--- src/rtl/sha1_byte_stream_hasher_macros.svh ---
// Assertion macros shared by the SHA-1 hasher RTL.
`ifndef SHA1_BYTE_STREAM_HASHER_MACROS_SVH
`define SHA1_BYTE_STREAM_HASHER_MACROS_SVH

// Same-cycle implication, checked on aclk and disabled while aresetn is low.
`define SBH_ASSERT_NOW(lbl, ante, cons, msg) \
    lbl: assert property (@(posedge aclk) disable iff (!aresetn) (ante) |-> (cons)) \
        else $error(msg);

// Next-cycle implication, checked on aclk and disabled while aresetn is low.
`define SBH_ASSERT_NEXT(lbl, ante, cons, msg) \
    lbl: assert property (@(posedge aclk) disable iff (!aresetn) (ante) |=> (cons)) \
        else $error(msg);

`endif

--- src/rtl/sha1bs_pkg.sv ---
// Types, constants and round functions shared by the SHA-1 hasher modules.
`default_nettype none

package sha1bs_pkg;

    // Item kinds carried on the input tuser bit.
    localparam logic KIND_ABSORB = 1'b0;
    localparam logic KIND_FINISH = 1'b1;

    // Block fill and counter limits.
    localparam logic [5:0] FILL_FULL  = 6'd63;   // last byte slot of a block
    localparam logic [5:0] FILL_PRELEN = 6'd55;  // last byte before the length field
    localparam logic [6:0] ROUND_LAST = 7'd79;
    localparam logic [2:0] WORD_LAST  = 3'd4;
    localparam logic [7:0] PAD_BYTE   = 8'h80;

    // Initial chaining values.
    localparam logic [31:0] H_INIT [5] = '{
        32'h67452301, 32'hefcdab89, 32'h98badcfe, 32'h10325476, 32'hc3d2e1f0
    };

    // Controller states.
    typedef enum logic [2:0] {
        ST_IDLE,
        ST_PADZ,
        ST_LEN,
        ST_LOAD,
        ST_ROUND,
        ST_ADD,
        ST_EMIT
    } state_t;

    // Datapath operations.
    typedef enum logic [3:0] {
        DP_NOP,
        DP_ABSORB,
        DP_PAD80,
        DP_ZERO,
        DP_LEN,
        DP_LOAD,
        DP_ROUND,
        DP_ADD,
        DP_NEXT,
        DP_INIT
    } dp_op_t;

    typedef struct packed {
        dp_op_t op;
    } dp_cmd_t;

    typedef struct packed {
        logic [5:0] fill;
        logic       round_last;
        logic       word_last;
    } dp_stat_t;

    // Round constant for a given round.
    function automatic logic [31:0] round_k(input logic [6:0] r);
        logic [31:0] k;
        case (r) inside
            [7'd0:7'd19]:  k = 32'h5a827999;
            [7'd20:7'd39]: k = 32'h6ed9eba1;
            [7'd40:7'd59]: k = 32'h8f1bbcdc;
            default:       k = 32'hca62c1d6;
        endcase
        return k;
    endfunction

    // Boolean round function for a given round.
    function automatic logic [31:0] round_f(input logic [6:0] r, input logic [31:0] b,
                                            input logic [31:0] c, input logic [31:0] d);
        logic [31:0] f;
        case (r) inside
            [7'd0:7'd19]:  f = d ^ (b & (c ^ d));
            [7'd40:7'd59]: f = (b & c) | (d & (b | c));
            default:       f = b ^ c ^ d;
        endcase
        return f;
    endfunction

endpackage

`default_nettype wire

--- src/rtl/sha1bs_datapath.sv ---
// Datapath: byte gather and schedule window, round registers and chaining words.
`default_nettype none
`include "sha1_byte_stream_hasher_macros.svh"

module sha1bs_datapath (
    input  logic                aclk,
    input  logic                aresetn,
    input  sha1bs_pkg::dp_cmd_t cmd,
    output sha1bs_pkg::dp_stat_t stat,
    input  logic [7:0]          in_byte,
    output logic [31:0]         digest_word,
    output logic [2:0]          word_index
);
    import sha1bs_pkg::*;

    // Block buffer; word i sits at bits 511-32i down. It also serves as the
    // 16-word message schedule window during compression.
    logic [511:0] blk_reg, blk_next;
    logic [31:0]  a_reg, b_reg, c_reg, d_reg, e_reg;
    logic [31:0]  a_next, b_next, c_next, d_next, e_next;
    logic [31:0]  h_reg [5];
    logic [31:0]  h_next [5];
    logic [31:0]  work_vec [5];
    logic [6:0]   round_reg, round_next;
    logic [5:0]   fill_reg, fill_next;
    logic [60:0]  bcnt_reg, bcnt_next;   // message length in bytes
    logic [2:0]   idx_reg, idx_next;

    logic [63:0]  len_bits;
    logic [7:0]   len_byte;
    logic [31:0]  w0, w2, w8, w13, w_new, t_sum;

    // Length field byte for the current slot, most significant first.
    assign len_bits = {bcnt_reg, 3'b000};
    assign len_byte = len_bits[{~fill_reg[2:0], 3'b000} +: 8];

    // Schedule taps and the expanded word.
    assign w0    = blk_reg[511:480];
    assign w2    = blk_reg[447:416];
    assign w8    = blk_reg[255:224];
    assign w13   = blk_reg[95:64];
    assign w_new = {w13[30:0] ^ w8[30:0] ^ w2[30:0] ^ w0[30:0],
                    w13[31] ^ w8[31] ^ w2[31] ^ w0[31]};

    // One SHA-1 round.
    assign t_sum = {a_reg[26:0], a_reg[31:27]} + round_f(round_reg, b_reg, c_reg, d_reg)
                 + e_reg + w0 + round_k(round_reg);

    assign work_vec[0] = a_reg;
    assign work_vec[1] = b_reg;
    assign work_vec[2] = c_reg;
    assign work_vec[3] = d_reg;
    assign work_vec[4] = e_reg;

    // Next-value logic for all datapath registers.
    always_comb begin
        blk_next   = blk_reg;
        a_next     = a_reg;
        b_next     = b_reg;
        c_next     = c_reg;
        d_next     = d_reg;
        e_next     = e_reg;
        round_next = round_reg;
        fill_next  = fill_reg;
        bcnt_next  = bcnt_reg;
        idx_next   = idx_reg;
        for (int i = 0; i < 5; i++) begin
            h_next[i] = h_reg[i];
        end
        case (cmd.op)
            DP_ABSORB: begin
                blk_next  = {blk_reg[503:0], in_byte};
                fill_next = fill_reg + 6'd1;
                bcnt_next = bcnt_reg + 61'd1;
            end
            DP_PAD80: begin
                blk_next  = {blk_reg[503:0], PAD_BYTE};
                fill_next = fill_reg + 6'd1;
            end
            DP_ZERO: begin
                blk_next  = {blk_reg[503:0], 8'h00};
                fill_next = fill_reg + 6'd1;
            end
            DP_LEN: begin
                blk_next  = {blk_reg[503:0], len_byte};
                fill_next = fill_reg + 6'd1;
            end
            DP_LOAD: begin
                a_next     = h_reg[0];
                b_next     = h_reg[1];
                c_next     = h_reg[2];
                d_next     = h_reg[3];
                e_next     = h_reg[4];
                round_next = '0;
            end
            DP_ROUND: begin
                a_next     = t_sum;
                b_next     = a_reg;
                c_next     = {b_reg[1:0], b_reg[31:2]};
                d_next     = c_reg;
                e_next     = d_reg;
                blk_next   = {blk_reg[479:0], w_new};
                round_next = round_reg + 7'd1;
            end
            DP_ADD: begin
                for (int i = 0; i < 5; i++) begin
                    h_next[i] = h_reg[i] + work_vec[i];
                end
            end
            DP_NEXT: begin
                idx_next = idx_reg + 3'd1;
            end
            DP_INIT: begin
                for (int i = 0; i < 5; i++) begin
                    h_next[i] = H_INIT[i];
                end
                fill_next = '0;
                bcnt_next = '0;
                idx_next  = '0;
            end
            default: begin
            end
        endcase
    end

    // Control and chaining state; reset clears the counters and restores the initial chaining values.
    always_ff @(posedge aclk) begin
        if (!aresetn) begin
            round_reg <= '0;
            fill_reg  <= '0;
            bcnt_reg  <= '0;
            idx_reg   <= '0;
            for (int i = 0; i < 5; i++) begin
                h_reg[i] <= H_INIT[i];
            end
        end else begin
            round_reg <= round_next;
            fill_reg  <= fill_next;
            bcnt_reg  <= bcnt_next;
            idx_reg   <= idx_next;
            for (int i = 0; i < 5; i++) begin
                h_reg[i] <= h_next[i];
            end
        end
    end

    // Payload registers without reset.
    always_ff @(posedge aclk) begin
        blk_reg <= blk_next;
        a_reg   <= a_next;
        b_reg   <= b_next;
        c_reg   <= c_next;
        d_reg   <= d_next;
        e_reg   <= e_next;
    end

    assign stat.fill       = fill_reg;
    assign stat.round_last = (round_reg == ROUND_LAST);
    assign stat.word_last  = (idx_reg == WORD_LAST);
    assign digest_word     = h_reg[idx_reg];
    assign word_index      = idx_reg;

    `SBH_ASSERT_NOW(a_add_on_boundary, cmd.op == DP_ADD, fill_reg == 6'd0,
        "chaining update with a partly filled block")
    `SBH_ASSERT_NOW(a_len_slot, cmd.op == DP_LEN, fill_reg[5:3] == 3'b111,
        "length byte written outside the length field")
    `SBH_ASSERT_NOW(a_round_range, cmd.op == DP_ROUND, round_reg <= ROUND_LAST,
        "round counter ran past the last round")

endmodule

`default_nettype wire

--- src/rtl/sha1bs_ctrl.sv ---
// Controller: sequences absorb, padding, compression and digest output.
`default_nettype none
`include "sha1_byte_stream_hasher_macros.svh"

module sha1bs_ctrl (
    input  logic                 aclk,
    input  logic                 aresetn,
    input  logic                 s_tvalid,
    output logic                 s_tready,
    input  logic                 s_tuser,
    output logic                 m_tvalid,
    input  logic                 m_tready,
    output sha1bs_pkg::dp_cmd_t  cmd,
    input  sha1bs_pkg::dp_stat_t stat
);
    import sha1bs_pkg::*;

    state_t state_reg, state_next;
    logic   fin_reg, fin_next;   // a finish word is being processed
    logic   len_reg, len_next;   // length field is in the current block

    // State and flag registers.
    always_ff @(posedge aclk) begin
        if (!aresetn) begin
            state_reg <= ST_IDLE;
            fin_reg   <= 1'b0;
            len_reg   <= 1'b0;
        end else begin
            state_reg <= state_next;
            fin_reg   <= fin_next;
            len_reg   <= len_next;
        end
    end

    // Next-state logic.
    always_comb begin
        state_next = state_reg;
        case (state_reg)
            ST_IDLE: begin
                if (s_tvalid) begin
                    if (stat.fill == FILL_FULL) begin
                        state_next = ST_LOAD;
                    end else if (s_tuser == KIND_FINISH && stat.fill == FILL_PRELEN) begin
                        state_next = ST_LEN;
                    end else if (s_tuser == KIND_FINISH) begin
                        state_next = ST_PADZ;
                    end
                end
            end
            ST_PADZ: begin
                if (stat.fill == FILL_FULL) begin
                    state_next = ST_LOAD;
                end else if (stat.fill == FILL_PRELEN) begin
                    state_next = ST_LEN;
                end
            end
            ST_LEN: begin
                if (stat.fill == FILL_FULL) begin
                    state_next = ST_LOAD;
                end
            end
            ST_LOAD: begin
                state_next = ST_ROUND;
            end
            ST_ROUND: begin
                if (stat.round_last) begin
                    state_next = ST_ADD;
                end
            end
            ST_ADD: begin
                if (!fin_reg) begin
                    state_next = ST_IDLE;
                end else if (!len_reg) begin
                    state_next = ST_PADZ;
                end else begin
                    state_next = ST_EMIT;
                end
            end
            ST_EMIT: begin
                if (m_tready && stat.word_last) begin
                    state_next = ST_IDLE;
                end
            end
            default: begin
                state_next = ST_IDLE;
            end
        endcase
    end

    // Output and flag logic.
    always_comb begin
        cmd.op   = DP_NOP;
        s_tready = 1'b0;
        m_tvalid = 1'b0;
        fin_next = fin_reg;
        len_next = len_reg;
        case (state_reg)
            ST_IDLE: begin
                s_tready = 1'b1;
                if (s_tvalid) begin
                    if (s_tuser == KIND_FINISH) begin
                        cmd.op   = DP_PAD80;
                        fin_next = 1'b1;
                    end else begin
                        cmd.op = DP_ABSORB;
                    end
                end
            end
            ST_PADZ: begin
                cmd.op = DP_ZERO;
            end
            ST_LEN: begin
                cmd.op = DP_LEN;
                if (stat.fill == FILL_FULL) begin
                    len_next = 1'b1;
                end
            end
            ST_LOAD: begin
                cmd.op = DP_LOAD;
            end
            ST_ROUND: begin
                cmd.op = DP_ROUND;
            end
            ST_ADD: begin
                cmd.op = DP_ADD;
            end
            ST_EMIT: begin
                m_tvalid = 1'b1;
                if (m_tready) begin
                    if (stat.word_last) begin
                        cmd.op   = DP_INIT;
                        fin_next = 1'b0;
                        len_next = 1'b0;
                    end else begin
                        cmd.op = DP_NEXT;
                    end
                end
            end
            default: begin
            end
        endcase
    end

    `SBH_ASSERT_NOW(a_one_side, 1'b1, !(s_tready && m_tvalid),
        "input accepted while digest output is active")
    `SBH_ASSERT_NEXT(a_round_end, state_reg == ST_ROUND && stat.round_last,
        state_reg == ST_ADD, "compression did not end after the last round")
    `SBH_ASSERT_NEXT(a_emit_done, state_reg == ST_EMIT && m_tready && stat.word_last,
        state_reg == ST_IDLE && !fin_reg && !len_reg,
        "hasher did not return to idle after the last digest word")
    `SBH_ASSERT_NOW(a_len_needs_fin, len_reg, fin_reg,
        "length field set outside a finish sequence")

endmodule

`default_nettype wire

--- src/rtl/sha1_byte_stream_hasher.sv ---
// Top level of the SHA-1 byte stream hasher.
//
//   Channel  Dir  Ports                         Contents
//   s_       in   s_tvalid s_tready s_tdata     data_byte in tdata, kind in tuser
//                 s_tuser
//   m_       out  m_tvalid m_tready m_tdata     digest_word, word_index; last_word
//                 m_tlast                       in tlast
//
// An absorb word shifts one byte into the block; the 64th byte of a block starts
// a compression (load, 80 rounds at one round per cycle, chaining add). A finish
// word pads one byte per cycle up to the length field, shifts in eight length
// bytes, compresses once more (twice when more than 55 bytes were pending), then
// shows five digest words.
// Reset is synchronous on aresetn low and restores the initial chaining values.
// s_tready is low from a full block or a finish word until the work is done; the
// digest output stalls on m_tready without losing state.
`default_nettype none

module sha1_byte_stream_hasher (
    input  logic        aclk,
    input  logic        aresetn,
    input  logic        s_tvalid,
    output logic        s_tready,
    input  logic [7:0]  s_tdata,   // [7:0] data_byte
    input  logic        s_tuser,   // [0] kind: 0 absorb, 1 finish
    output logic        m_tvalid,
    input  logic        m_tready,
    output logic [39:0] m_tdata,   // [31:0] digest_word, [34:32] word_index, rest zero
    output logic        m_tlast    // last_word
);
    import sha1bs_pkg::*;

    dp_cmd_t     cmd;
    dp_stat_t    stat;
    logic [31:0] digest_word;
    logic [2:0]  word_index;

    sha1bs_ctrl u_ctrl (
        .aclk     (aclk),
        .aresetn  (aresetn),
        .s_tvalid (s_tvalid),
        .s_tready (s_tready),
        .s_tuser  (s_tuser),
        .m_tvalid (m_tvalid),
        .m_tready (m_tready),
        .cmd      (cmd),
        .stat     (stat)
    );

    sha1bs_datapath u_datapath (
        .aclk        (aclk),
        .aresetn     (aresetn),
        .cmd         (cmd),
        .stat        (stat),
        .in_byte     (s_tdata),
        .digest_word (digest_word),
        .word_index  (word_index)
    );

    // Result word packing.
    assign m_tdata = {5'b00000, word_index, digest_word};
    assign m_tlast = stat.word_last;

endmodule

`default_nettype wire

--- config.mk ---
export PLATFORM = sky130hd
export DESIGN_NAME = sha1_byte_stream_hasher
export DESIGN_NICKNAME = d
export VERILOG_FILES = /design/src/rtl/sha1bs_pkg.sv /design/src/rtl/sha1bs_datapath.sv /design/src/rtl/sha1bs_ctrl.sv /design/src/rtl/sha1_byte_stream_hasher.sv
export VERILOG_INCLUDE_DIRS = /design/src /design/src/rtl
export SDC_FILE = /design/constraint.sdc
export NUM_CORES = 2
export LEC_CHECK = 0
export BUFFER_PORTS_ARGS = -buffer_cell sky130_fd_sc_hd__buf_4
export CAP_MARGIN = 5
export CORE_MARGIN = 1.5
export CORE_UTILIZATION = 40
export DETAILED_ROUTE_END_ITERATION = 8
export PLACE_DENSITY = 0.63
export SYNTH_ARGS = -nofsm -noshare
export SYNTH_HDL_FRONTEND = slang
export SYNTH_HIERARCHICAL = 1
export SYNTH_SLANG_ARGS = --single-unit
--- constraint.sdc ---
create_clock -name aclk -period 56.5 [get_ports aclk]
set_input_delay 11.3 -clock aclk [delete_from_list [all_inputs] [get_ports aclk]]
set_output_delay 11.3 -clock aclk [all_outputs]
set_load 0.01 [all_outputs]
After elaboration in Yosys (flattened, before gate mapping)
Memories as Yosys holds them, arrays and structs flattened. A register that Yosys moved wholly into a read port is not among the register bits.
Cells that the tools add are included.
Word-level totals
  register bits after elaboration: 754
  bits in writable memories: 160
  input port bits: 13
  output and inout port bits: 43
  logic and storage cells: 151
  memories: 1
Cells by class
  add/sub/neg operators: 13
  magnitude comparators: 6
  equal/unequal tests: 28
  shifts and indexed selects: 1
  muxes and demuxes: 51
  bitwise logic cells: 21
  reduce and logical (&&, ||, !) cells: 17
Memory list
  u_datapath.h_reg: depth 5, width 32, rd ports 6, clocked after memory_dff 1, wr ports 5, line sha1bs_datapath.sv:21  | logic [31:0] h_reg [5];
Operators by type and width (number)
  $pmux 512 s5: 1
  $pmux 160 s2: 1
  $pmux 32 s2: 5
  $add 32x32->32: 9
  $mux 32: 9
  $xor 32x32->32: 4
  $pmux 61 s2: 1
  $and 32x32->32: 3
  $xor 31x31->31: 3
  $or 32x32->32: 2
  $shiftx 64x7->8: 1
  $add 61x1->61 const B: 1
  $mux 3: 13
  $mux 31: 1
  $pmux 4 s7: 1
  $pmux 3 s7: 1
  $eq 4x3->1 const B: 4
  $le 7x6->1 const B: 2
  $pmux 7 s2: 1
  $eq 3x3->1 const B: 4
  $eq 6x6->1 const B: 2
  $pmux 6 s2: 1
  $reduce_bool 2->1: 6
  $mux 1: 10
  31 further kinds: 51

Depth between registers and ports, before layout
  word-level depth: 10
  mapped depth: 25
  mapped depth without buffers: 24

Modules after synthesis
The synthesis kept the hierarchy.
Modules (own cells, without submodules)
  sha1bs_datapath: times used 1, cells each 5670, area each 52419.0 µm², seq. area each 24984.0 µm²
  sha1bs_ctrl: times used 1, cells each 63, area each 445.4 µm², seq. area each 100.1 µm²
  sha1_byte_stream_hasher: times used 1, cells each 6, area each 41.3 µm², seq. area each 0.0 µm²

Worst setup path before layout
No wires, ideal clock.
  path type: input-to-reg
  start: input port s_tuser
  end: register u_datapath.blk_reg[0] (enable)
  library setup time: 2097 ps
  data arrival time: 47816 ps
  required time: 54403 ps
  slack: 6587 ps
  stages: 6
  path buffers: 1
  path through: nor2_1 a21oi_1 o221ai_1 clkbuf_1 nand2_1 o21ai_0
RTL lines
  from (decl): line sha1_byte_stream_hasher.sv:25  | input logic s_tuser,
  to (signal assigned): line sha1bs_datapath.sv:149  | blk_reg <= blk_next;
  to (decl): line sha1bs_datapath.sv:18  | logic [511:0] blk_reg, blk_next;

==> results_dict.tcl <==
set metrics [dict create \
    netlist.area_leader.share_pct 38.14 \
    finalCriticalPeriod_ps 17480 \
    crit_chain "buf_4 -> nand2_1 -> a21oi_2 -> nand2_1 -> o21ai_0 -> nand2b_1 -> o21ai_4 -> buf_4 -> buf_4 -> buf_12 -> buf_4 -> buf_4" \
    grt_max_degree 255 \
    cts_tree "done" \
    slew_headroom_pct 21.04 \
    syn2layout_area_growth_pct 10.12 \
    h-tree-depth 3 \
    drc 0 \
    dieArea_sq_mm 0.1345 \
    drt-pass1-iter-count 5 \
    cts-root-buf "clkbuf_16" \
    slowest_delay_ps 940 \
    die_h_um 366.7 \
    hpwl_um 98670 \
    clkTransAtPathRegs_ps 60 \
    avgSynthCellArea_sq_um 9.219 \
    setup_viol 0 \
    p_leak_uw 0.02415 \
    drtAntennaViolNets 0 \
    crit_required_ps 56830 \
    holdWs_ps 490.6 \
    yosys_warnings 6 \
    synthesis.area_sq_mm 0.05291 \
    fin_cells 7518 \
    first_global_vias 38110 \
    synth_cell_types 89 \
    antenna_cells 0 \
    global_route.overflow_total 0 \
    core_area_sq_mm 0.1313 \
    cts_resized 0 \
    antenna_found_initial 2 \
    worst_clock_skew_ps 38.26 \
    ys.flop_type "edfxtp_1" \
    routed-via-count 40340 \
    grtUsageTotal_pct 20.86 \
    yosysSeqAreaShare_pct 47.41 \
    finalCritPeriodShare_pct 30.93 \
    p_per_area_mw_per_mm2 30.15 \
    drive_above_1_share_pct 6.195 \
    crit_fanout 182 \
    fmax_ghz 0.05722 \
    ys_top_cells_by_count "nand2_1 (2091), edfxtp_1 (672), o21ai_0 (255)" \
    post_dp_cell_area_sq_mm 0.05492 \
    synth.most_common_cell "nand2_1" \
    ys_ff_latch 917 \
    synth.top_cells.by_area "edfxtp_1 (38%), nand2_1 (15%), dfxtp_1 (9.3%), fa_1 (4.7%), ha_1 (4.7%)" \
    synth_edf_count 672 \
    drtIter0Drc 3892 \
    nets 6018 \
    fp.dieW_um 366.7 \
    wirelength_um 142500 \
    cts_buffers 102 \
    hold_violations 0 \
    arrival_ps 17810 \
    dp_cells 7334 \
    setup.worst_path.start_class "input port" \
    design_area_sq_mm 0.05826 \
    drv_slew 0 \
    start_util_pct 40.29 \
    wire_per_inst_um 18.95 \
    synth_largest_area_cell "edfxtp_1" \
    rsz0062_at_grt "false" \
    clockBufferDepth 3 \
    gp_congestion 0.9046 \
    post_cts_buffers 0 \
    cpMostUsedCell "buf_4" \
    maxCapViolations 0 \
    grt_pass1_wl_um 222200 \
    portBuffers 50 \
    fin_setup_tns_ps 0 \
    crit_type "in2reg" \
    clock-sinks 917 \
    hold_buffers 0 \
    tightest_slew_ps 1184 \
    ir_worst_vdd_mv 0.02573 \
    ios 56 \
    synthCells 5739 \
    clk_latency_ps 730 \
    async_reset_ff_share_pct 0 \
    viasPerCell 5.366 \
    largest_reg_flops 512 \
    rows 133 \
    crit_path_end_kind "flip-flop" \
    hold_path.class "reg2reg" \
    status "finished clean" \
    r2r_slack_ps 48980 \
    cp_slowest_cell "buf_4" \
]
worst max-delay path, delay by kind of cell:
kind / cells / cell delay [ps]
simple gates: 3 / 570
buf+inv: 6 / 4360
compound gates: 3 / 1220
cell usage in the layout, fill, tap and decap left out, types with 32 or more instances in the layout:
cell	n
a211oi_1	32
a21o_1	67
a21oi_1	251
and3_1	41
buf_4	89
clkbuf_16	104
dfxtp_1	243
edfxtp_1	672
fa_1	125
ha_1	197
inv_1	240
mux2_2	33
mux2i_1	53
mux4_2	45
nand2_1	2089
nand2b_1	34
nand3_1	70
nor2_1	241
nor2b_1	36
nor3_1	43
o211ai_1	55
o21a_1	41
o21ai_0	254
or3_1	34
xnor2_1	194
xor2_1	91
routing by layer:
metal	global-route usage, %	up-vias	share of wire [%]
met5	0	-	0.0091
met4	8.011	2	3.6
met3	2.607	228	5.6
met2	32.99	1153	46
met1	29.15	19540	45
li1	-	19410	-
area by class of cell:
cell class                 count  area [sq um]
tap                         1755          2196
sequential                   917         25090
clock buffer                 139          2834
fill                       12400         73040
timing repair buffer          92         728.2
inverter                     243         917.1
clock inverter                45         509.2
multi-input combinational   4327         25990
cells by family (layout without fill, tap and decap cells):
group,after synthesis,count (layout),share of synthesized area (%)
buffers and inverters,499,519,3.604
XOR/XNOR,285,285,4.718
flip-flops,917,917,47.41
multiplexers,131,131,3.621
AND/OR/NAND/NOR,2689,2689,20.70
other,1,5,0.007088
AO/OA/AOI/OAI,895,895,10.55
adder cells (fa/ha/maj),322,322,9.389
power breakdown:
| part | internal [uW] | total [uW] | leakage [uW] | switching [uW] |
|---|---|---|---|---|
| logic | 91.1 | 228 | 0.0142 | 137 |
| clock network | 392 | 678 | 0.00163 | 285 |
| registers | 805 | 851 | 0.00832 | 46.0 |
| total | 1290 | 1760 | 0.0242 | 469 |
path summary, 6_finish.rpt:
kind,start,to,cells after the start
max,s_tuser,u_datapath/blk_reg[312]$_DFFE_PP_,12
min,u_datapath/h_reg[3][27]$_SDFFE_PN0P_,u_datapath/h_reg[3][27]$_SDFFE_PN0P_,2
max reg2reg,u_ctrl/state_reg[2]$_SDFFE_PN0P_,u_datapath/blk_reg[320]$_DFFE_PP_,11
min reg2reg,u_datapath/h_reg[3][27]$_SDFFE_PN0P_,u_datapath/h_reg[3][27]$_SDFFE_PN0P_,2
stage by stage:
step,setup slack [ps],utilization [%],power [uW]
after detailed placement,38190,41.83,1090
after floorplan,6587,-,1095
final,39020,44.37,1757
after global routing,38410,44.37,1834
after CTS,38960,44.37,1772
after global placement,38290,41.83,1085
(Power assumes the default switching activity.)
